<file path="src/design/glsl_pkg.sv">
// ----------------------------------------------------------------------------
// glsl_pkg
// Shared widths, types and the integer exponential table of the grid
// likelihood source locator.
// ----------------------------------------------------------------------------
package glsl_pkg;

  localparam int unsigned DIM_W    = 7;   // grid dimension register width
  localparam int unsigned DIV_NW   = 49;  // divider numerator / quotient width
  localparam int unsigned DIV_DW   = 33;  // divider denominator width
  localparam int unsigned SQ_W     = 34;  // square root radicand width
  localparam int unsigned ROOT_W   = 18;  // square root result width
  localparam int unsigned MUL_W    = 25;  // shared multiplier operand width
  localparam int unsigned PROD_W   = 2 * MUL_W;
  localparam int unsigned SERIES_N = 11;  // last term of the exp(-f) series
  localparam int unsigned EXP_N    = 12;  // integer steps covered by the table

  localparam logic [0:0] CFG_GRID_COLUMNS = 1'b0;
  localparam logic [0:0] CFG_GRID_ROWS    = 1'b1;

  typedef enum logic [1:0] {
    MODE_LOAD    = 2'd0,
    MODE_COMPUTE = 2'd1,
    MODE_READ    = 2'd2,
    MODE_ARGMAX  = 2'd3
  } mode_e;

  typedef struct packed {
    logic signed [15:0] x;
    logic signed [15:0] y;
    logic [15:0]        rng;
    logic [15:0]        spr;
  } sensor_t;

  // exp(-n) in Q1.24
  function automatic logic [24:0] exp_int_q24(input logic [3:0] n);
    logic [24:0] v;
    unique case (n)
      4'd0:    v = 25'd16777216;
      4'd1:    v = 25'd6171993;
      4'd2:    v = 25'd2270549;
      4'd3:    v = 25'd835288;
      4'd4:    v = 25'd307285;
      4'd5:    v = 25'd113044;
      4'd6:    v = 25'd41587;
      4'd7:    v = 25'd15299;
      4'd8:    v = 25'd5628;
      4'd9:    v = 25'd2070;
      4'd10:   v = 25'd762;
      4'd11:   v = 25'd280;
      default: v = 25'd0;
    endcase
    return v;
  endfunction

  // ceil(2^(24+l) / k) with l = ceil(log2 k); exact floor(x / k) for x < 2^24
  function automatic logic [24:0] recip_mul(input logic [3:0] k);
    logic [24:0] v;
    unique case (k)
      4'd1:    v = 25'd16777216;
      4'd2:    v = 25'd16777216;
      4'd3:    v = 25'd22369622;
      4'd4:    v = 25'd16777216;
      4'd5:    v = 25'd26843546;
      4'd6:    v = 25'd22369622;
      4'd7:    v = 25'd19173962;
      4'd8:    v = 25'd16777216;
      4'd9:    v = 25'd29826162;
      4'd10:   v = 25'd26843546;
      4'd11:   v = 25'd24403224;
      default: v = 25'd0;
    endcase
    return v;
  endfunction

  // extra shift l above 24 for the reciprocal of k
  function automatic logic [2:0] recip_shift(input logic [3:0] k);
    logic [2:0] v;
    unique case (k)
      4'd1:    v = 3'd0;
      4'd2:    v = 3'd1;
      4'd3:    v = 3'd2;
      4'd4:    v = 3'd2;
      4'd5:    v = 3'd3;
      4'd6:    v = 3'd3;
      4'd7:    v = 3'd3;
      4'd8:    v = 3'd3;
      4'd9:    v = 3'd4;
      4'd10:   v = 3'd4;
      4'd11:   v = 3'd4;
      default: v = 3'd0;
    endcase
    return v;
  endfunction

endpackage

</file>
<file path="src/design/glsl_sqrt.sv">
// ----------------------------------------------------------------------------
// glsl_sqrt
// Digit-by-digit integer square root, rounded down, one bit per cycle.
// ----------------------------------------------------------------------------
module glsl_sqrt
  import glsl_pkg::*;
(
  input  logic              clk_i,
  input  logic              rst_ni,
  input  logic              start_i,
  input  logic [SQ_W-1:0]   rad_i,
  output logic              done_o,
  output logic [ROOT_W-1:0] root_o
);

  logic [SQ_W:0] v_q, r_q, b_q;
  logic          busy_q, done_q;
  logic [SQ_W:0] rb;
  logic          take;

  assign rb   = r_q + b_q;
  assign take = v_q >= rb;

  always_ff @(posedge clk_i or negedge rst_ni) begin
    if (!rst_ni) begin
      busy_q <= 1'b0;
      done_q <= 1'b0;
    end else begin
      done_q <= 1'b0;
      if (start_i) begin
        busy_q <= 1'b1;
      end else if (busy_q && b_q == (SQ_W+1)'(1)) begin
        busy_q <= 1'b0;
        done_q <= 1'b1;
      end
    end
  end

  always_ff @(posedge clk_i) begin
    if (start_i) begin
      v_q <= {1'b0, rad_i};
      r_q <= '0;
      b_q <= (SQ_W+1)'(1) << SQ_W;
    end else if (busy_q) begin
      if (take) begin
        v_q <= v_q - rb;
        r_q <= (r_q >> 1) + b_q;
      end else begin
        r_q <= r_q >> 1;
      end
      b_q <= b_q >> 2;
    end
  end

  assign done_o = done_q;
  assign root_o = r_q[ROOT_W-1:0];

endmodule

</file>
<file path="config.mk">
export PLATFORM = sky130hd
export DESIGN_NAME = glsl_sqrt
export DESIGN_NICKNAME = d
export VERILOG_FILES = /design/src/design/glsl_pkg.sv /design/src/design/glsl_sqrt.sv
export SDC_FILE = /design/constraint.sdc
export NUM_CORES = 1
export LEC_CHECK = 0
export ABC_AREA = 1
export BUFFER_PORTS_ARGS = -buffer_cell sky130_fd_sc_hd__buf_2
export CORE_ASPECT_RATIO = 1.75
export CORE_UTILIZATION = 30
export CTS_CLUSTER_DIAMETER = 150
export CTS_CLUSTER_SIZE = 40
export DETAILED_ROUTE_END_ITERATION = 10
export SYNTH_ARGS = -nofsm -noshare
export SYNTH_HDL_FRONTEND = slang
export SYNTH_SLANG_ARGS = --single-unit
</file>
<file path="constraint.sdc">
create_clock -name clk_i -period 13.3 [get_ports clk_i]
set_input_delay 3.99 -clock clk_i [delete_from_list [all_inputs] [get_ports clk_i]]
set_output_delay 3.99 -clock clk_i [all_outputs]
set_load 0.01 [all_outputs]
</file>
==> results.toml <==
[run_status]
status = "finished with violations"
violations = "DRC"

[timing]
worst_clock_skew_ns = 0.0109
setup_tns_ns = 0
slew_violations = 0
setup-violations-final = 0
relSlewSlack = 0.367
worst_slack_ns = 7.62
fmax_mhz = 176
rsz0062_at_grt = "no"
hold_ws_ns = 0.479
hold_viol_final = 0
fin_crit_sh = 0.427
worst_pin_slew_ns = 0.939
post-route-min-period_ns = 5.68

[power_and_ir_drop]
ir_worst_vdd_uv = 99.0
power_per_cell_area_nw_per_um2 = 203
p_leak_uw = 0.00495
switching_share = 0.524
seqPwrFrac = 0.227
switchingPower_uw = 1120
pwr-share-comb = 0.641
power_frac_clock = 0.132
internal_power_uw = 1020

[floorplan]
placement_rows = 86
die_width_um = 138
io_pins = 56
die_y_um = 240
start_util = 0.306
core-area_sq_um = 31700
dieArea_sq_um = 33200

[clock_network]
h-tree-depth = 3
cts_tree = "built"
cts_resized = 0
cts_root_buffer = "clkbuf_16"
cts_buffers = 9
post-cts-setup-buffers = 0
path_clk_slew_ns = 0.07
clock_sinks = 90
clk_latency_ns = 0.38
hold_buffers = 0
clockBufferDepth = 2

[detailed_routing]
vias_per_cell = 5.08
wl_um = 35400
num_vias = 10419
ant_nets = 0
drc = 4
dr.pass1.iters = 8
drt_iter0_drc = 697
wl_per_cell_um = 17.3

[final_layout]
diodes = 0
fin_nets = 1757
multiInputGateArea_sq_um = 6470
area_delta_synth_final_pct = 8.32
n_fill_cell = 3575
layout-drive-gt1-share = 0.0678
regArea_sq_um = 2150

[setup_path]
crit_path_start_kind = "flip-flop"
slowest_stage = "o21ai_0"
critPathKind = "flip-flop to flip-flop"
critPathMaxStageDelay_ns = 0.73
critPathArrivalTime_ns = 5.70
crit_path_frequent_cell = "nand2_1"
cp-end-kind = "flip-flop"
r2r_start = "r_q[6]"
cp.required_ns = 13.32
crit_fanout = 47
cp-startpoint = "r_q[6]"
worstPathCellList = "ha_1 -> nand2_1 -> o21ai_0 -> inv_1 -> nand2_1 -> a21oi_1 -> buf_4 -> o21ai_0 -> xor2_1 -> ha_1 -> nand2_1 -> inv_1 -> nand2_2 -> nor2_2 -> nand4_1 -> nand3_1 -> nand2_2 -> nand2_4 -> nand2_2 -> nand2_1 -> buf_4"

[logic_synthesis]
post_synth.cell_area_avg_sq_um = 5.95
synth.most_common_cell = "nand2_1"
synthDominantCellAreaShare = 0.203
synth_cells = 1634
ys_seq_area_frac = 0.221
synth_seq_cells = 90
synth_area_leaders = "nand2_1 (20%), dfxtp_1 (11%), edfxtp_1 (10%), ha_1 (9.1%), nand3_1 (8.5%)"
ys.flop_type = "dfxtp_1"
async_reset_ff_frac = 0.0222
synth_area_sq_um = 9730
synth_nets = 1743
yosysTopAreaCell = "nand2_1"
ys_types = 45
synth_edf_count = 34
synth_common_cells = "nand2_1 (525), inv_1 (205), nand3_1 (166), nor2_1 (164), a21oi_1 (106)"
synth-warning-count = 0

[global_routing]
grt_pass1_vias = 10558
grt_most_used_layer = "met2"
grtUsageMet1 = 0.210
grt_use_met2 = 0.435
grt_overflow = 0
antenna_found_initial = 0
grtUsageMet3 = 0.0183
grtUsageTotal = 0.220
grt_max_degree = 80
grt_pass1_wl_um = 55500

[hold_path]
hold_class = "flip-flop to flip-flop"
hp-start = "v_q[34]"

[placement]
portBuffers = 55
dp_slack_ns = 7.45
dp_hpwl_um = 28600
place.gp.congestion = 0.984

[run]
maxCapViolCount = 0
-- final cells by class --
| type | instances | share of cell area |
|---|---|---|
| repair buffers | 62 | 0.0311 |
| well taps | 396 | 0.0470 |
| multi-input cells | 1277 | 0.614 |
| clock inverters | 6 | 0.00689 |
| inverters | 208 | 0.0741 |
| clock buffers | 10 | 0.0227 |
| flip-flops and latches | 90 | 0.204 |
-- cell usage in the layout, fill, tap and decap left out, types with 3 or more instances in the layout --
cell type	instances
nand3_1	166
nand2_1	525
nor2_1	164
clkbuf_16	9
buf_4	7
ha_1	71
inv_1	205
nand2_2	8
o22ai_1	3
o21bai_1	14
o21ai_0	69
nand4_1	13
a21oi_1	106
buf_2	55
xnor2_1	24
nor4_1	7
or2_2	14
a221oi_1	3
nand3b_1	7
edfxtp_1	34
nor3_1	27
o31ai_1	3
a21o_1	3
xor2_1	27
dfxtp_1	54
and2_1	5
-- routing by layer --
layer | wire length (um) | up-vias
met5 | 0 | -
met4 | 2590 | 0
met3 | 1050 | 110
met1 | 12700 | 4722
li1 | - | 5305
met2 | 19100 | 282
-- final timing paths --
| check | endpoint | slack [ns] | cells after the start |
|---|---|---|---|
| setup / recovery | v_q[7] | 7.62 | 21 |
| max in group asynchronous | done_o | 9.80 | 1 |
| hold reg to reg | v_q[34] | 0.48 | 2 |
| setup reg to reg | v_q[7] | 7.62 | 21 |
| hold / removal | v_q[34] | 0.48 | 2 |
| min in group asynchronous | busy_q | 3.39 | 1 |
-- worst max-delay path, delay by kind of cell, from the launching register on --
kind | cells | cell delay (ns)
DFF | 1 | 0.39
AOI/OAI and AO/OA | 3 | 1.08
buffers and inverters | 4 | 0.73
and+or+nand+nor | 11 | 2.09
xor gates and xnor gates | 1 | 0.15
adders and majority gates | 2 | 0.78
-- power by group through the flow --
stage                     Sequential [uW]  Clock (uW)  Combinational (uW)
after floorplan                       449           0                1070
after global placement                491           0                1350
after detailed placement              493           0                1360
after CTS                             486         290                1370
after global routing                  498         297                1540
final                                 486         284                1370
-- per-stage QoR --
stage                     power (uW)  cells   util  cell area (sq um)
after detailed placement        1850   2033  0.322              10200
final                           2140   2049  0.332              10500
after global routing            2340   2049  0.332              10500
after floorplan                 1520   1634      -               9730
after CTS                       2150   2049  0.332              10500
after global placement          1840   2033  0.322              10200
-- cells by family after synthesis --
group / after synthesis / share of synthesized area
flops: 90 / 0.221
fa+ha+maj: 72 / 0.0934
xor+xnor: 51 / 0.0459
buf+inv: 267 / 0.114
simple gates: 942 / 0.406
compound gates: 212 / 0.119
-- registers in the layout, indices dropped and copies added (netlist names) --
register  count
b_q          18
busy_q        1
done_o        1
r_q          35
v_q          35
Note: power is estimated with default switching activity, not from simulation.
