<file path="src/design/glsl_ram.sv">
// ----------------------------------------------------------------------------
// glsl_ram
// Generic single write port, single read port RAM with registered read.
// ----------------------------------------------------------------------------
module glsl_ram #(
  parameter int unsigned WIDTH = 32,
  parameter int unsigned DEPTH = 16,
  localparam int unsigned AW   = (DEPTH > 1) ? $clog2(DEPTH) : 1
) (
  input  logic             clk_i,
  input  logic             we_i,
  input  logic [AW-1:0]    waddr_i,
  input  logic [WIDTH-1:0] wdata_i,
  input  logic [AW-1:0]    raddr_i,
  output logic [WIDTH-1:0] rdata_o
);

  logic [WIDTH-1:0] mem [DEPTH];
  logic [WIDTH-1:0] rdata_q;

  always_ff @(posedge clk_i) begin
    if (we_i) begin
      mem[waddr_i] <= wdata_i;
    end
    rdata_q <= mem[raddr_i];
  end

  assign rdata_o = rdata_q;

endmodule

</file>
<file path="config.mk">
export PLATFORM = sky130hd
export DESIGN_NAME = glsl_ram
export DESIGN_NICKNAME = d
export VERILOG_FILES = /design/src/design/glsl_ram.sv
export SDC_FILE = /design/constraint.sdc
export NUM_CORES = 1
export LEC_CHECK = 0
export BUFFER_PORTS_ARGS = -buffer_cell sky130_fd_sc_hd__clkbuf_2
export CORE_MARGIN = 8
export CORE_UTILIZATION = 38
export DETAILED_ROUTE_END_ITERATION = 6
export HOLD_SLACK_MARGIN = 0.05
export SYNTH_ARGS = -nofsm -noshare
export SYNTH_HDL_FRONTEND = slang
export SYNTH_SLANG_ARGS = --single-unit
</file>
<file path="constraint.sdc">
create_clock -name clk_i -period 4.25 [get_ports clk_i]
set_input_delay 0.6375 -clock clk_i [delete_from_list [all_inputs] [get_ports clk_i]]
set_output_delay 0.6375 -clock clk_i [all_outputs]
set_load 0.02 [all_outputs]
</file>
==> out/results.txt, run 1 <==
For this design the top-level I/O count stands at 74. The post-synthesis to final-layout area growth came out at 15.6%. Primary flip-flop cell chosen by synthesis mapping: sky130_fd_sc_hd__edfxtp_1. Input and output buffers added on the ports amount to 73.

Clock latency on the worst-skew pair, taken at its later pin, is 0.60 ns. The effective utilization at floorplan is 0.385. The final period utilization came out at 0.488. The fraction of synthesized cell area taken by the top area cell type is 0.774, and the final layout net count is 993. The run finished with clean final reports. The share of the yosys chip area belonging to registers was 0.807; the leakage power was 7.33 nW. In this run the cell area measured after placement is 21,200 um^2. The run gives 0.413 as the clock group share of total power. The number of cells on the worst reg-to-reg path was 3. The synthesized area per cell works out to 23.7 um^2. The via count of the first global-routing pass came out at 9,351. The logs give 0.141 for the total routing usage reported by global routing and 23,700 um for the post-DP HPWL. The DRC violation count after routing was 0. The routed design has 42,100 um of wire.

The multi-input combinational cells in the finished layout cover a total of 3750 um^2. The number of cells on the worst hold path was 1. The critical path goes through clkbuf_2 > or3b_2 > nor2_4. The tool flagged a number of max-cap violations equal to 0. The endpoint identified for the worst register-to-register timing path is rdata_o[3]$_DFF_P_. The final critical delay including setup and external delays is 2.07 ns. IR analysis of the VDD net gives a maximum drop of 0.000285 V. The fraction of layout cells with a size suffix above 1 came out at 0.328. The maximum fanout along the worst path came out at 32. The worst setup path category is in2reg. The longest clock path from root to sink contains 3 buffers. Hold timing on the final database bottoms out at a slack of 0.450 ns. Setup slack of the worst register-to-register path: 2.83 ns. After detailed routing, the average wire length per cell comes to 25.1 um. The total negative slack for setup checks is 0 ns. The path with the worst hold slack has its endpoint at mem[0][14]$_DFFE_PP_.

Buffers inserted during clock tree synthesis total 54. The tools report the worst max-slew margin expressed relative to the limit as 0.189. The switching share of power was 0.207; the synthesized flop and latch total was 544. Yosys printed 0 warnings.

The finished cells cover 23,000 um^2. Using the TritonRoute via totals, the vias-per-cell ratio works out to 5.29. The total overflow left after global routing is 0. In this run the remaining antenna-violating nets after routing total 0.

In this run, synthesis inferred 512 flip-flops with an integrated enable. The die extent in x works out to 245 um. Entering global routing, the biggest net connects 58 pins. STA puts the critical path data required time at 4.45 ns.

The path class of the tightest hold or removal check is in2reg. For this block, the initial DRC count from the detailed router was 787. Most frequent cell after synthesis: sky130_fd_sc_hd__edfxtp_1. In this run the vertical extent of the chip is 245 um. The largest individual stage delay along the critical path comes from the cell sky130_fd_sc_hd__nor2_4. The reg-to-reg startpoint was mem[8][3]$_DFFE_PP_. The largest total area in the synthesized netlist belongs to sky130_fd_sc_hd__edfxtp_1. Timing would allow up to 482 MHz. In the synthesized netlist, the cells that appear most often are sky130_fd_sc_hd__edfxtp_1 (512), sky130_fd_sc_hd__mux4_2 (128), sky130_fd_sc_hd__a22oi_1 (64). The logs give 0 for the final-report hold violation count and 2.33 mW for the net load switching power. After clock tree synthesis, the flow added hold-fix buffers numbering 0. The run gives 16,000 um^2 as the sequential cell area. Proportion of register bits with asynchronous set or reset after synthesis: 0.

Setup repair after global routing left no endpoint under its margin. After clock tree synthesis, the setup repair step added 0 buffers. TritonCTS built the clock tree. The run gives 8.90 mW as the internal power consumption. Data arrives at the worst endpoint at 2.27 ns.

Transition time at the pin with the least slew margin: 1.21 ns. The first global-routing pass estimated 63,300 um of wire. The run gives 5 as the number of iterations in the first detailed-routing pass. Synthesis produced a netlist whose cell count is 838. The power density over the cells was 489 nW/um^2. The floorplan step defined a core boundary enclosing 51,500 um^2. The filler cell count is 4,361. The clock arrives with 0.0199 ns of skew. The distinct cell type count of the synthesized netlist came out at 18. For the H-tree depth reported by CTS, the log shows 2.

The endpoint type of the worst setup path is a flop. The tools report the number of antenna violations at the first check in global routing as 4. For the end-of-flow core utilization, the log shows 0.446.

Once the clock tree was built, the resizer swapped 0 gates to a different size. Ranked by total cell area, the synthesized netlist is headed by sky130_fd_sc_hd__edfxtp_1 (77%), sky130_fd_sc_hd__mux4_2 (15%), sky130_fd_sc_hd__dfxtp_1 (3.2%), sky130_fd_sc_hd__a22oi_1 (2.4%), sky130_fd_sc_hd__nand2_1 (0.62%). In this design, the stage delay of the slowest critical-path cell is 0.92 ns. Start point of the worst hold path: wdata_i[14]. Setup violations remaining at the end of the flow were counted as 0. After clock tree synthesis, the clock-pin slew on the worst setup and hold paths is 0.06 ns.

The floorplan has 83 rows. Number of clock sinks seen by CTS: 544. The total die area was 59,800 um^2; the post-synth design cell area was 19,900 um^2.

The power share of the combinational group was 0.050; the sequential group share of total power was 0.537. Number of nets in the synthesized netlist: 880. The startpoint type of the worst setup path was an input port.

The clock tree root buffer cell was sky130_fd_sc_hd__clkbuf_16. The weighted congestion reported at the end of routability-driven placement was 0.708; the total via count in the routed design was 8,867. The max-slew violation count was 0.
## cell type report
class,instances,share of cell area
Clock buffer,72,0.0645
Tap cell,680,0.0371
Multi-Input combinational cell,251,0.163
Timing Repair Buffer,100,0.0263
Antenna cell,1,0.000109
Clock inverter,27,0.0110
Sequential cell,544,0.698
## state kept, by name (all words and copies together) (netlist names)
signal	count
mem	512
rdata_o	32
## layer usage
layer | up-vias | track usage | share of wire
met5 | - | 0 | 0.00095
met3 | 50 | 0.0320 | 0.057
li1 | 3807 | - | -
met4 | 6 | 0.0379 | 0.016
met1 | 4772 | 0.199 | 0.45
met2 | 232 | 0.220 | 0.48
## metrics by stage
step                power, mW  setup slack, ns  cells
floorplan                6.47            0.433    838
global placement         6.71             1.58   1575
detailed placement       6.72             1.54   1575
CTS                      11.3             2.19   1674
global route             11.6             2.10   1674
finish                   11.2             2.18   1675
## cells by family after synthesis
group,Yosys count,share of synthesized area
DFF,544,0.807
muxes,128,0.145
AOI/OAI and AO/OA,64,0.0242
and+or+nand+nor,59,0.0127
buffers and inverters,43,0.0112
## worst max-delay path: cells and delay by family
family	cells	cell delay, ns
buffers and inverters	1	0.11
AND/OR/NAND/NOR	2	1.51
## layout by cell type, fill, tap and decap left out, types with 2 or more instances in the layout
cell type                   synthesis  layout
sky130_fd_sc_hd__nor3_2             0       4
sky130_fd_sc_hd__nand2_1           33      33
sky130_fd_sc_hd__buf_4             11      26
sky130_fd_sc_hd__bufinv_16          0       4
sky130_fd_sc_hd__nand3b_1           2       2
sky130_fd_sc_hd__edfxtp_1         512     512
sky130_fd_sc_hd__clkinv_8           0       2
sky130_fd_sc_hd__clkbuf_8           0       5
sky130_fd_sc_hd__nand2b_1           2       2
sky130_fd_sc_hd__clkinv_1           0       9
sky130_fd_sc_hd__a22oi_1           64      64
sky130_fd_sc_hd__clkinv_2           0      10
sky130_fd_sc_hd__nor2b_4            0       2
sky130_fd_sc_hd__buf_12             0       2
sky130_fd_sc_hd__clkbuf_1          17      13
sky130_fd_sc_hd__clkbuf_16          0      55
sky130_fd_sc_hd__mux4_2           128     128
sky130_fd_sc_hd__clkbuf_2           0      71
sky130_fd_sc_hd__dfxtp_1           32      32
sky130_fd_sc_hd__nor2_4             0      13
## power by group through the flow
stage / sequential [mW] / combinational (mW) / clock [mW]
floorplan: 6.18 / 0.288 / 0
global placement: 6.15 / 0.567 / 0
detailed placement: 6.15 / 0.575 / 0
CTS: 6.04 / 0.576 / 4.73
global route: 6.04 / 0.608 / 4.93
finish: 6.03 / 0.560 / 4.63
## worst max-delay path by stage
stage,start,endpoint,slack (ns),depth (start not counted)
3_3_place_gp,waddr_i[2],mem[1][24]$_DFFE_PP_,1.58,3
4_1_cts,waddr_i[2],mem[3][23]$_DFFE_PP_,2.19,3
5_1_grt,waddr_i[2],mem[2][0]$_DFFE_PP_,2.10,3
3_5_place_dp,waddr_i[2],mem[3][24]$_DFFE_PP_,1.54,3
2_1_floorplan,waddr_i[2],mem[0][0]$_DFFE_PP_,0.43,2
6_report,waddr_i[2],mem[2][0]$_DFFE_PP_,2.18,3
Note: power is estimated with default switching activity, not from simulation.
==> inputs of run 2 (changes only) <==
==> constraint.sdc (replaced) <==
create_clock -name clk_i -period 1.9 [get_ports clk_i]
set_input_delay 0.285 -clock clk_i [delete_from_list [all_inputs] [get_ports clk_i]]
set_output_delay 0.285 -clock clk_i [all_outputs]
set_load 0.02 [all_outputs]
==> run 2 against run 1 <==
Clock power grew 120%. Highest routed layer unchanged. Register-to-register slack lost 2.3 ns. Via count grew 3.2%. Clock skew shrank 0.012 ns. Critical path depth shrank 2. Non-clock buffer count grew 26. Count of clock-buffer cells in the layout grew 2. Utilization grew 1.2 points. Hold slack lost 0.34 ns.
==> out/results.txt, run 2 (synthesis results as in run 1) <==
The flow ran to the end, and the final reports show no timing, DRC or antenna violations. For the number of nets with antenna violations after routing, the log shows 0 (unchanged). First-pass GRT wire length: 64,200 um (+1.5%). TritonCTS built the clock tree. The final global-route overflow total is 0 (unchanged).

The placed standard-cell area was 21,900 um^2 (+3.0%). The number of buffers created by CTS came out at 55 (+1.9%). Detail-routed via count per cell: 5.37 (+1.4%). The transition time at the pin with the least slew margin was 0.817 ns (-0.397 ns); the total negative slack for setup checks was 0 ns (unchanged). The worst slack on hold paths is 0.108 ns (-0.342 ns), and the met3 usage is 0.0311 (-0.000981). The clock group share of total power is 0.404 (-0.009). The logs give 4 (unchanged) for the number of antenna violations at the first check in global routing and 905 (+15%) for the violation count after the first detailed-route iteration. The core box area is 51,500 um^2 (unchanged). The tools report the maximum number of buffers from clock root to sink as 3 (unchanged).

For the effective utilization at floorplan, the log shows 0.385 (unchanged). The maximum number of pins on one net before global-route repair is 36 (-38%). The number of buffers and inverters on the critical path is 1 (unchanged). The die extent in x works out to 245 um (unchanged). The power density over the cells works out to 1060 nW/um^2 (+120%). The leakage power is 7.58 nW (+3.4%). The final period utilization was 0.773; the maximum frequency from static timing analysis was 681 MHz. For the buffer count from post-CTS setup fixing, the log shows 0 (unchanged). The tools report the final layout net count as 1,020 (+2.7%).

For the worst max-slew margin expressed relative to the limit, the log shows 0.455 (+0.266). The tools report the worst slack at placement as 0.104 ns (-1.44 ns). The critical path in this run is classified as reg2out. The register with the most flip-flops was mem.

The maximum fanout along the worst path works out to 1 (-97%). Number of maximum-capacitance constraint violations: 0 (unchanged). Via count of the first global-routing pass: 9,640 (+3.1%). The tools report the total routing usage reported by global routing as 0.145 (+0.00373). The total area of multi-input combinational cells is 3780 um^2 (+0.73%), and the largest voltage drop on the vdd net is 0.000631 V (+120%).

The critical path data arrival time is 1.18 ns (-1.09 ns), and the clock-pin slew reported for the worst setup and hold paths after clock tree synthesis is 0.06 ns (about the same). The tools report the cell row count as 83 (unchanged). For the post-cts gate resize count, the log shows 0 (unchanged). Setup repair after global routing left no endpoint under its margin. The run gives 0.457 (+0.0117) as the end-of-flow core utilization. The number of standard cells in the layout, taps in and fillers out was 1,704 (+1.7%); the switching share of power was 0.206 (-0.00112). Weighted congestion reported at the end of routability-driven placement: 0.698 (-1.5%).

The number of cells in the design after placement was 1,601 (+1.7%). Number of input and output port buffers inserted: 73 (unchanged). The final-report setup violation count came out at 0 (unchanged).

The tools report the routed wire length as 43,600 um (+3.6%). The total die area is 59,800 um^2 (unchanged). The total via count in the routed design is 9,151 (+3.2%). The run gives 0 (unchanged) as the DRC violation count after routing. The post-DP HPWL was 22,500 um (-4.9%).

The run gives 0 (unchanged) as the final-report hold violation count. The global routing usage on met1 was 0.208 (+0.00973). The clock tree root buffer cell is sky130_fd_sc_hd__clkbuf_16. The y dimension of the die was 245 um (unchanged). Relative to the synthesized area, the layout overhead comes to 18.7%. The power share of the combinational group was 0.054 (+0.004); the fraction of layout cells with a size suffix above 1 was 0.346 (+0.0184). The critical path goes through clkbuf_2. For the clock latency reported for the late side of the worst-skew pair, the log shows 0.58 ns (-0.02 ns). The master of the slowest instance on the critical path was sky130_fd_sc_hd__dfxtp_1.

The logs give 0.542 (+0.005) for the sequential group share of total power and 19.8 mW (+120%) for the internal power consumption. The endpoint type of the worst setup path was an output pin. The final critical delay including setup and external delays came out at 1.47 ns.

For the number of clock sinks seen by CTS, the log shows 544 (unchanged). The clock skew after layout is 0.00758 ns (-0.0123 ns), and the max-slew violation count is 0 (unchanged). The largest incremental delay on the critical path was 0.40 ns (-0.52 ns); the number of buffers inserted by hold repair at cts was 0 (unchanged).

The net load switching power is 5.15 mW (+120%). The library cells used most frequently in the layout, excluding fill and tap cells, are sky130_fd_sc_hd__edfxtp_1 (512), sky130_fd_sc_hd__mux4_2 (128), sky130_fd_sc_hd__clkbuf_2 (71). For the final worst setup slack, the log shows 0.431 ns (-1.74 ns).

The most common cell after layout, fill and taps aside was sky130_fd_sc_hd__edfxtp_1. The final standard cell area without fillers is 23,600 um^2 (+2.6%). The tools report the sequential cell area as 16,000 um^2 (unchanged). Sum of internal, switching and leakage power: 24.9 mW (+120%). STA classifies the critical path startpoint as a flop. For the filler cell count, the log shows 4,325 (-0.83%). The min-delay analysis places its worst path in the category in2reg. met2 is the most crowded layer. The H-tree depth reported by CTS came out at 2 (unchanged).

The number of iterations in the first detailed-routing pass is 5 (unchanged). The flip-flop count of the largest register after layout came out at 512 (unchanged). The critical path's top delay family was flip-flops. The required time of the critical path was 1.62 ns (-2.83 ns); the wire length per cell after detailed routing was 25.6 um (+1.9%).

The number of top-level pins was 74 (unchanged); the met2 track utilization from global routing was 0.227 (+0.00623).
run 2: path summary, 6_finish.rpt:
check,startpoint,endpoint,slack (ns),cells after the start
max,rdata_o[19]$_DFF_P_,rdata_o[19],0.43,1
min,wdata_i[27],mem[1][27]$_DFFE_PP_,0.11,1
max reg2reg,mem[0][6]$_DFFE_PP_,rdata_o[6]$_DFF_P_,0.58,3
min reg2reg,mem[14][13]$_DFFE_PP_,rdata_o[13]$_DFF_P_,0.67,3
run 2: power by group through the flow:
stage	registers, mW	logic [mW]	clock network (mW)
3_3_place_gp	13.8	1.35	0
2_1_floorplan	13.8	0.648	0
3_5_place_dp	13.8	1.37	0
6_report	13.5	1.34	10.1
5_1_grt	13.5	1.45	10.7
4_1_cts	13.5	1.38	10.3
run 2: cell type report:
cell class              instances  area share
clock buffers                  74      0.0658
flip-flops and latches        544       0.680
diodes                          2    0.000212
multi-input cells             251       0.160
well taps                     680      0.0361
clock inverters                27     0.00621
repair buffers                126      0.0515
run 2: metal layers:
layer  routed length, um  vias to the layer above
li1                    -                     3864
met1               19500                     4964
met2               20800                      262
met3                2620                       57
met4                 658                        4
met5                  21                        -
