### src/design/glsl_pkg.sv
// ----------------------------------------------------------------------------
// glsl_pkg
// Shared widths, types and the integer exponential table of the grid
// likelihood source locator.
// ----------------------------------------------------------------------------
package glsl_pkg;

  localparam int unsigned DIM_W    = 7;   // grid dimension register width
  localparam int unsigned DIV_NW   = 49;  // divider numerator / quotient width
  localparam int unsigned DIV_DW   = 33;  // divider denominator width
  localparam int unsigned SQ_W     = 34;  // square root radicand width
  localparam int unsigned ROOT_W   = 18;  // square root result width
  localparam int unsigned MUL_W    = 25;  // shared multiplier operand width
  localparam int unsigned PROD_W   = 2 * MUL_W;
  localparam int unsigned SERIES_N = 11;  // last term of the exp(-f) series
  localparam int unsigned EXP_N    = 12;  // integer steps covered by the table

  localparam logic [0:0] CFG_GRID_COLUMNS = 1'b0;
  localparam logic [0:0] CFG_GRID_ROWS    = 1'b1;

  typedef enum logic [1:0] {
    MODE_LOAD    = 2'd0,
    MODE_COMPUTE = 2'd1,
    MODE_READ    = 2'd2,
    MODE_ARGMAX  = 2'd3
  } mode_e;

  typedef struct packed {
    logic signed [15:0] x;
    logic signed [15:0] y;
    logic [15:0]        rng;
    logic [15:0]        spr;
  } sensor_t;

  // exp(-n) in Q1.24
  function automatic logic [24:0] exp_int_q24(input logic [3:0] n);
    logic [24:0] v;
    unique case (n)
      4'd0:    v = 25'd16777216;
      4'd1:    v = 25'd6171993;
      4'd2:    v = 25'd2270549;
      4'd3:    v = 25'd835288;
      4'd4:    v = 25'd307285;
      4'd5:    v = 25'd113044;
      4'd6:    v = 25'd41587;
      4'd7:    v = 25'd15299;
      4'd8:    v = 25'd5628;
      4'd9:    v = 25'd2070;
      4'd10:   v = 25'd762;
      4'd11:   v = 25'd280;
      default: v = 25'd0;
    endcase
    return v;
  endfunction

  // ceil(2^(24+l) / k) with l = ceil(log2 k); exact floor(x / k) for x < 2^24
  function automatic logic [24:0] recip_mul(input logic [3:0] k);
    logic [24:0] v;
    unique case (k)
      4'd1:    v = 25'd16777216;
      4'd2:    v = 25'd16777216;
      4'd3:    v = 25'd22369622;
      4'd4:    v = 25'd16777216;
      4'd5:    v = 25'd26843546;
      4'd6:    v = 25'd22369622;
      4'd7:    v = 25'd19173962;
      4'd8:    v = 25'd16777216;
      4'd9:    v = 25'd29826162;
      4'd10:   v = 25'd26843546;
      4'd11:   v = 25'd24403224;
      default: v = 25'd0;
    endcase
    return v;
  endfunction

  // extra shift l above 24 for the reciprocal of k
  function automatic logic [2:0] recip_shift(input logic [3:0] k);
    logic [2:0] v;
    unique case (k)
      4'd1:    v = 3'd0;
      4'd2:    v = 3'd1;
      4'd3:    v = 3'd2;
      4'd4:    v = 3'd2;
      4'd5:    v = 3'd3;
      4'd6:    v = 3'd3;
      4'd7:    v = 3'd3;
      4'd8:    v = 3'd3;
      4'd9:    v = 3'd4;
      4'd10:   v = 3'd4;
      4'd11:   v = 3'd4;
      default: v = 3'd0;
    endcase
    return v;
  endfunction

endpackage

### src/design/glsl_div.sv
// ----------------------------------------------------------------------------
// glsl_div
// Restoring unsigned divider, one quotient bit per cycle.
// ----------------------------------------------------------------------------
module glsl_div
  import glsl_pkg::*;
(
  input  logic              clk_i,
  input  logic              rst_ni,
  input  logic              start_i,
  input  logic [DIV_NW-1:0] num_i,
  input  logic [DIV_DW-1:0] den_i,
  output logic              done_o,
  output logic [DIV_NW-1:0] quot_o
);

  logic [DIV_DW:0]   rem_q;
  logic [DIV_NW-1:0] quo_q;
  logic [DIV_DW-1:0] den_q;
  logic [5:0]        cnt_q;
  logic              busy_q, done_q;
  logic [DIV_DW:0]   trial;
  logic              fits;

  assign trial = {rem_q[DIV_DW-1:0], quo_q[DIV_NW-1]};
  assign fits  = trial >= {1'b0, den_q};

  always_ff @(posedge clk_i or negedge rst_ni) begin
    if (!rst_ni) begin
      busy_q <= 1'b0;
      done_q <= 1'b0;
      cnt_q  <= '0;
    end else begin
      done_q <= 1'b0;
      if (start_i) begin
        busy_q <= 1'b1;
        cnt_q  <= '0;
      end else if (busy_q) begin
        cnt_q <= cnt_q + 6'd1;
        if (cnt_q == 6'(DIV_NW - 1)) begin
          busy_q <= 1'b0;
          done_q <= 1'b1;
        end
      end
    end
  end

  always_ff @(posedge clk_i) begin
    if (start_i) begin
      rem_q <= '0;
      quo_q <= num_i;
      den_q <= den_i;
    end else if (busy_q) begin
      rem_q <= fits ? (trial - {1'b0, den_q}) : trial;
      quo_q <= {quo_q[DIV_NW-2:0], fits};
    end
  end

  assign done_o = done_q;
  assign quot_o = quo_q;

endmodule

### config.mk
export PLATFORM = sky130hd
export DESIGN_NAME = glsl_div
export DESIGN_NICKNAME = d
export VERILOG_FILES = /design/src/design/glsl_pkg.sv /design/src/design/glsl_div.sv
export SDC_FILE = /design/constraint.sdc
export NUM_CORES = 1
export LEC_CHECK = 0
export BUFFER_PORTS_ARGS = -buffer_cell sky130_fd_sc_hd__buf_2
export CORE_UTILIZATION = 37
export CTS_CLUSTER_DIAMETER = 80
export DETAILED_ROUTE_END_ITERATION = 16
export GPL_TIMING_DRIVEN = 0
export SETUP_SLACK_MARGIN = 0.1
export SYNTH_ARGS = -nofsm -noshare
export SYNTH_HDL_FRONTEND = slang
export SYNTH_SLANG_ARGS = --single-unit
export TNS_END_PERCENT = 50
### constraint.sdc
create_clock -name clk_i -period 2.58 [get_ports clk_i]
set_input_delay 0 -clock clk_i [delete_from_list [all_inputs] [get_ports clk_i]]
set_output_delay 0 -clock clk_i [all_outputs]
set_load 0.005 [all_outputs]
==> results of run 1 <==
[per-layer routing]
metal / wire, um / track usage (%)
met1: 8990 / 28.2
met2: 9610 / 36.4
met3: 1400 / 6.81
met4: 378 / 8.55
met5: 0 / 0
[final timing paths]
check | from | end | slack (ns) | depth (start not counted)
setup / recovery | quot_o[48]$_DFFE_PP_ | rem_q[14]$_SDFFE_PP0P_ | -0.38 | 14
hold / removal | start_i | den_q[0]$_DFFE_PP_ | 0.23 | 1
setup reg to reg | quot_o[48]$_DFFE_PP_ | rem_q[14]$_SDFFE_PP0P_ | -0.38 | 14
hold reg to reg | rem_q[32]$_SDFFE_PP0P_ | rem_q[32]$_SDFFE_PP0P_ | 0.50 | 2
max in group asynchronous | rst_ni | busy_q$_DFF_PN0_ | 1.69 | 3
min in group asynchronous | rst_ni | cnt_q[2]$_DFFE_PN0P_ | 0.59 | 3
[registers in the layout, summed over array words and instances, names as in the netlist]
signal	cells
quot_o	49
cnt_q	6
busy_q	1
den_q	33
done_o	1
rem_q	33
[power by group through the flow]
stage / combinational (W) / sequential (W) / clock, W
3_5_place_dp: 0.00333 / 0.00276 / 0
3_3_place_gp: 0.00330 / 0.00276 / 0
2_1_floorplan: 0.00250 / 0.00270 / 0
5_1_grt: 0.00556 / 0.00282 / 0.00267
4_1_cts: 0.00481 / 0.00275 / 0.00260
6_report: 0.00519 / 0.00278 / 0.00258
[final cells by class]
| cell class | count | area [um^2] | share of cell area, % |
|---|---|---|---|
| Buffer | 31 | 223 | 2.21 |
| Clock buffer | 17 | 425 | 4.21 |
| Clock inverter | 13 | 193 | 1.91 |
| Inverter | 45 | 169 | 1.67 |
| Multi-Input combinational cell | 444 | 3600 | 35.6 |
| Sequential cell | 123 | 3320 | 32.9 |
| Tap cell | 229 | 287 | 2.84 |
| Timing Repair Buffer | 248 | 1880 | 18.6 |
[cell usage after synthesis, drive strengths merged (11+ instances only)]
cell,number,area [um^2]
a211oi,15,123
a21oi,52,260
buf,14,92.6
clkbuf,19,71.3
dfxtp,33,661
edfxtp,82,2460
ha,35,438
inv,45,169
mux2,50,563
nand2,44,165
nand4,12,75.1
nor2,56,213
nor3,11,55.1
o21ai,31,155
xnor2,18,158
xor2,11,96.3
[timing repair]
item                                    CTS  global route
gates cloned                              6             0
pin swaps                                54            19
hold buffers                             84             0
resized for setup                        95            40
hold endpoints to repair                 90             0
buffers inserted                         11            14
endpoints found under the setup margin   75            71
[kinds of logic after synthesis]
kind of cell	synth area share (%)
AOI/OAI and AO/OA	15.6
xor gates and xnor gates	3.74
adders and majority gates	6.74
buffers and inverters	4.89
DFF	48.9
muxes	9.16
and+or+nand+nor	11.0
[metrics by stage]
step	setup WS (ns)	instances	area (um^2)	setup TNS (ns)	power (W)
detailed placement	-0.615	1009	7820	-30.77	0.00608
global placement	-1.11	1008	7800	-72.04	0.00606
CTS	-0.387	1140	9860	-9.24	0.0102
global route	-0.507	1150	10100	-13.75	0.0111
floorplan	-0.128	645	6850	-0.300	0.00520
finish	-0.381	1150	10100	-9.30	0.0105
[layout by cell type (no fill, tap or decap), types with 8 or more instances in the layout]
| master | n |
|---|---|
| a21o_1 | 8 |
| xor2_1 | 11 |
| buf_12 | 8 |
| a211oi_2 | 8 |
| a31oi_1 | 8 |
| buf_4 | 18 |
| clkbuf_16 | 17 |
| nand2_1 | 35 |
| dfxtp_1 | 33 |
| nor3_1 | 9 |
| buf_2 | 135 |
| nand3_1 | 8 |
| nor2_1 | 43 |
| o21ai_0 | 17 |
| inv_1 | 42 |
| buf_6 | 9 |
| o21ai_1 | 10 |
| clkbuf_1 | 15 |
| a21oi_1 | 39 |
| edfxtp_1 | 82 |
| mux2_2 | 49 |
| dfrtp_1 | 8 |
| nand4_1 | 12 |
| nor2_4 | 11 |
| ha_1 | 33 |
| a21oi_2 | 8 |
| dlygate4sd3_1 | 84 |
| xnor2_1 | 17 |
==> impl_metrics.yaml, run 1 <==
global_route:
  number_of_antenna_violations_at_the_first_check_in_global_routing: 0
  grt_pass1_vias: 6215
  grt_overflow: 0
  grt_use_total_pct: 22.6
  pin_count_of_the_biggest_net_entering_global_routing: 38
  global_route_wire_length_before_repair_um: 32100
synth:
  ys_seq_area_share_pct: 48.9
  ys.flop_type: "edfxtp_1"
  syn_avg_cell_area_um2: 10.5
  number_of_flops_mapped_to_enable_cells_by_yosys: 82
  post_synth_inst_count: 645
  async_reset_ff_share_pct: 6.50
  yosysWarningCount: 0
  synth_nets: 766
  ys_types: 60
  syn_area_mm2: 0.00680
  synth-seq-cells: 123
critical_path:
  worst-path-buf-inv: 3
  critPathRequiredTime_ns: 2.88
  timing.critical_path.to_type: "register"
  critPathTopFamily: "compound AO/OA/AOI/OAI gates"
  crit_path_top_delay_cell: "edfxtp_1"
  crit_fanout: 2
  worst-setup-path-type: "reg -> reg"
  cp_slowest_stage_delay_ns: 0.43
  path_cells: "inv_2 > ha_4 > inv_2 > fa_2 > a21o_1 > nand4_1 > a21oi_2 > buf_4 > o21a_1 > o21a_1 > nor2_4 > mux2_4 > o311ai_4 > nand2_1"
  critPathArrivalTime_ns: 3.26
  critical_path_start_type: "register"
drt:
  number_of_drc_markers_after_the_initial_detailed_route_iteration: 411
  wl_um: 20400
  vias: 6065
  remaining_drc_errors: 0
  vias_per_cell: 5.27
  antenna_violating_nets_post_route: 0
  post_drt_wl_per_cell_um: 17.7
  number_of_search_and_repair_iterations_in_the_first_detailed_routing_pass: 4
clock_network:
  clock_sink_count: 123
  cts.path.max_buffers: 2
  clkSlewWorstSetupHoldPaths_ns: 0.06
  cts-buffers-inserted: 17
  cts_root_buf: "clkbuf_16"
  clock_tree.htree_level_count: 4
  cts_tree: "built"
  clk-insertion-delay-late_ns: 0.43
timing:
  period_share_pct: 115
  tightestPinTransition_ns: 0.837
  max_freq_ghz: 0.338
  maxSlewViolCount: 0
  hold_slack_ns: 0.232
  timing_hold_violations_final: 0
  slew_headroom_pct: 44.2
  postLayoutSetupSlackWorst_ns: -0.381
  final-setup-viol-count: 34
  period_needed_ns: 2.96
  rsz_0062_raised_after_global_routing: "yes"
  fin_skew_ns: 0.0133
final_layout:
  utilization_of_the_core_after_routing_pct: 56.2
  syn_to_final_growth_pct: 48.5
  final_layout_size_suffix_gt1_share_pct: 36.6
  fillerInstances: 1516
  antenna_cells: 0
  design.final.nets: 1031
run_status:
  failing_checks: "negative setup slack"
  status: "finished with violations"
min_path:
  hold_path.class: "in -> reg"
die:
  core_area_mm2: 0.0180
  floorplan.initialDensity_pct: 37.8
  std_cell_rows: 49
  pin_count: 135
  die_area_mm2: 0.0189
  die_height_um: 138
  dieWidth_um: 138
power:
  power_switching_share_pct: 37.6
  p_seq_share_pct: 26.4
  pwr-share-clk_pct: 24.4
  vdd_ir_drop_max_mv: 0.691
  total_switching_power_w: 0.00396
  power_leakage_nw: 4.27
  internal_power_contribution_w: 0.00658
  p_per_area_mw_per_mm2: 1040
  power_frac_comb_pct: 49.2
placed_design:
  post-dp-hpwl_um: 13100
  buffers_added_on_ports: 134
  gpl.final_weighted_congestion: 0.860
job:
  cap_violations: 0
(Power assumes the default switching activity.)
==> run 2: changes to the inputs <==
CORE_ASPECT_RATIO = 0.7   (was default)
SLEW_MARGIN = 0   (was default)
==> run 2 against run 1 <==
Against the previous run: the run still ends with negative setup slack left; cell count increased by 0.52%; sequential power about the same; critical path type unchanged; sequential share of layout area increased by 0.45 points; setup slack got worse by 0.028 ns; clock power decreased by 6%; critical path depth decreased by 1; core utilization decreased by 0.88 points.
==> impl_metrics.yaml, run 2 (synthesized netlist as in run 1, its figures left out) <==
critical_path:
  critPathTopFamily: "compound AO/OA/AOI/OAI gates"
  critical_path_start_type: "register"
  cp_slowest_stage_delay_ns: 0.42
  crit_fanout: 5
  worst-setup-path-type: "reg -> reg"
  critPathArrivalTime_ns: 3.17
  worstRegToRegCells: 13
  path_cells: "inv_1 > ha_2 > inv_2 > fa_2 > a21o_1 > nand4_1 > a21oi_2 > o2111ai_2 > a311oi_4 > buf_4 > or2_4 > buf_8 > mux2_2"
  timing.critical_path.to_type: "register"
  crit_path_top_delay_cell: "edfxtp_1"
  worst-path-buf-inv: 4
  worst-r2r-setup-slack_ns: -0.41
  r2r-end: "quot_o[0]$_DFFE_PP_"
  critPathRequiredTime_ns: 2.76
  crit-reg2reg-launch: "quot_o[48]$_DFFE_PP_"
drt:
  vias_per_cell: 5.22
  wl_um: 20200
  number_of_drc_markers_after_the_initial_detailed_route_iteration: 532
  post_drt_wl_per_cell_um: 17.4
  remaining_drc_errors: 0
  vias: 6034
  number_of_search_and_repair_iterations_in_the_first_detailed_routing_pass: 6
  antenna_violating_nets_post_route: 0
final_layout:
  design.final.nets: 1028
  largest_register_ff_count: 49
  syn_to_final_growth_pct: 46.5
  final_layout_size_suffix_gt1_share_pct: 36.3
  design_area_mm2: 0.00996
  utilization_of_the_core_after_routing_pct: 55.3
  top_library_cells_by_usage_in_the_layout_fill_and_taps_aside: "buf_2 (133), dlygate4sd3_1 (84), edfxtp_1 (82), mux2_2 (49), nor2_1 (47)"
  stdcell_count: 1156
  final_common_cell: "buf_2"
  antenna_cells: 0
placed_design:
  gpl.final_weighted_congestion: 0.893
  dp.cells: 1016
  post-dp-hpwl_um: 12900
  placement.cell_area_mm2: 0.00783
  buffers_added_on_ports: 134
power:
  total_switching_power_w: 0.00398
  p_per_area_mw_per_mm2: 1010
  pwr-share-clk_pct: 24.1
  p_seq_share_pct: 27.7
  vdd_ir_drop_max_mv: 0.491
  power_leakage_nw: 4.22
  internal_power_contribution_w: 0.00610
  power_switching_share_pct: 39.4
  power_frac_comb_pct: 48.2
timing:
  final.setup.tns_ns: -10.22
  fin_skew_ns: 0.00927
  maxSlewViolCount: 0
  period_share_pct: 116
  slew_headroom_pct: 47.0
  final-setup-viol-count: 34
  period_needed_ns: 2.99
  max_freq_ghz: 0.335
  timing_hold_violations_final: 0
  tightestPinTransition_ns: 0.794
  rsz_0062_raised_after_global_routing: "yes"
  postLayoutSetupSlackWorst_ns: -0.409
  hold_slack_ns: 0.0684
min_path:
  hold_path_endpoint: "den_q[5]$_DFFE_PP_"
  hold_depth: 1
  hold_path.class: "in -> reg"
  min-delay-start: "start_i"
clock_network:
  clkSlewWorstSetupHoldPaths_ns: 0.07
  clock_sink_count: 123
  clock_tree.htree_level_count: 4
  cts-buffers-inserted: 17
  cts_tree: "built"
  clk-insertion-delay-late_ns: 0.43
  cts_root_buf: "clkbuf_16"
  cts.path.max_buffers: 2
run_status:
  failing_checks: "negative setup slack"
  status: "finished with violations"
die:
  die_height_um: 115
  dieWidth_um: 164
  floorplan.initialDensity_pct: 37.8
  core_area_mm2: 0.0180
  pin_count: 135
  die_area_mm2: 0.0189
  std_cell_rows: 41
global_route:
  pin_count_of_the_biggest_net_entering_global_routing: 35
  grt_overflow: 0
  number_of_antenna_violations_at_the_first_check_in_global_routing: 0
  grt_pass1_vias: 5666
  grt_use_total_pct: 21.1
  global_route_wire_length_before_repair_um: 30300
job:
  cap_violations: 0
[run 2: cell count changes in the layout (fill, tap and decap cells not counted), moves of 3 or more]
cell / delta
nor2_4: -8
nor2_2: +4
a21oi_1: +3
bufinv_16: -3
o21ai_2: +4
inv_8: +7
buf_4: +4
nor2_1: +4
buf_12: -4
o21ai_1: -4
[run 2: final cells by class]
type                       count  area, um^2
fill                        1552        8040
multi-input combinational    444        3550
sequential                   123        3320
timing repair buffer         246        1800
clock buffer                  17         425
tap                          236         295
buffer                        30         228
clock inverter                15         169
inverter                      45         169
[run 2: power groups by stage]
stage | Combinational (W) | Clock [W] | Sequential, W
detailed placement | 0.00335 | 0 | 0.00276
global placement | 0.00333 | 0 | 0.00276
finish | 0.00486 | 0.00243 | 0.00279
floorplan | 0.00250 | 0 | 0.00270
CTS | 0.00418 | 0.00246 | 0.00275
global route | 0.00519 | 0.00256 | 0.00284
[run 2: how the worst max path moves through the flow]
| stage | from | endpoint | slack [ns] | depth (start not counted) |
|---|---|---|---|---|
| final | quot_o[48]$_DFFE_PP_ | quot_o[0]$_DFFE_PP_ | -0.41 | 13 |
| after global routing | den_q[11]$_DFFE_PP_ | rem_q[20]$_SDFFE_PP0P_ | -0.51 | 13 |
| after CTS | quot_o[48]$_DFFE_PP_ | rem_q[14]$_SDFFE_PP0P_ | -0.36 | 14 |
| after detailed placement | quot_o[48]$_DFFE_PP_ | rem_q[12]$_SDFFE_PP0P_ | -0.55 | 13 |
| after global placement | start_i | quot_o[31]$_DFFE_PP_ | -1.08 | 5 |
| after floorplan | quot_o[48]$_DFFE_PP_ | quot_o[0]$_DFFE_PP_ | -0.13 | 12 |
[run 2: per-stage QoR]
| step | power [W] | setup WS, ns |
|---|---|---|
| after floorplan | 0.00520 | -0.128 |
| after global placement | 0.00609 | -1.08 |
| after detailed placement | 0.00611 | -0.555 |
| after CTS | 0.00939 | -0.362 |
| after global routing | 0.0106 | -0.508 |
| final | 0.0101 | -0.409 |
[run 2: repair_timing]
action	in CTS	in global routing
hold endpoints to repair	90	0
gates resized for setup	63	53
buffers inserted	9	14
cloned	4	1
pin swaps	36	20
hold buffers	84	0
setup endpoints to repair	84	60
[run 2: worst reg2reg max path, cell delays in order, from the launching register on]
cell,delay [ns]
edfxtp_1,0.42
inv_1,0.08
ha_2,0.20
inv_2,0.05
fa_2,0.34
a21o_1,0.18
nand4_1,0.13
a21oi_2,0.10
o2111ai_2,0.27
a311oi_4,0.16
buf_4,0.18
or2_4,0.25
buf_8,0.14
mux2_2,0.26
[run 2: metal layers]
| metal | wire (um) | up-vias | share of wire [%] | track usage, % |
|---|---|---|---|---|
| met1 | 9890 | 2891 | 49 | 31.8 |
| met3 | 1310 | 27 | 6.5 | 4.65 |
| li1 | - | 2907 | - | - |
| met5 | 0 | - | 0 | 0 |
| met2 | 8660 | 209 | 43 | 29.6 |
| met4 | 306 | 0 | 1.5 | 7.22 |
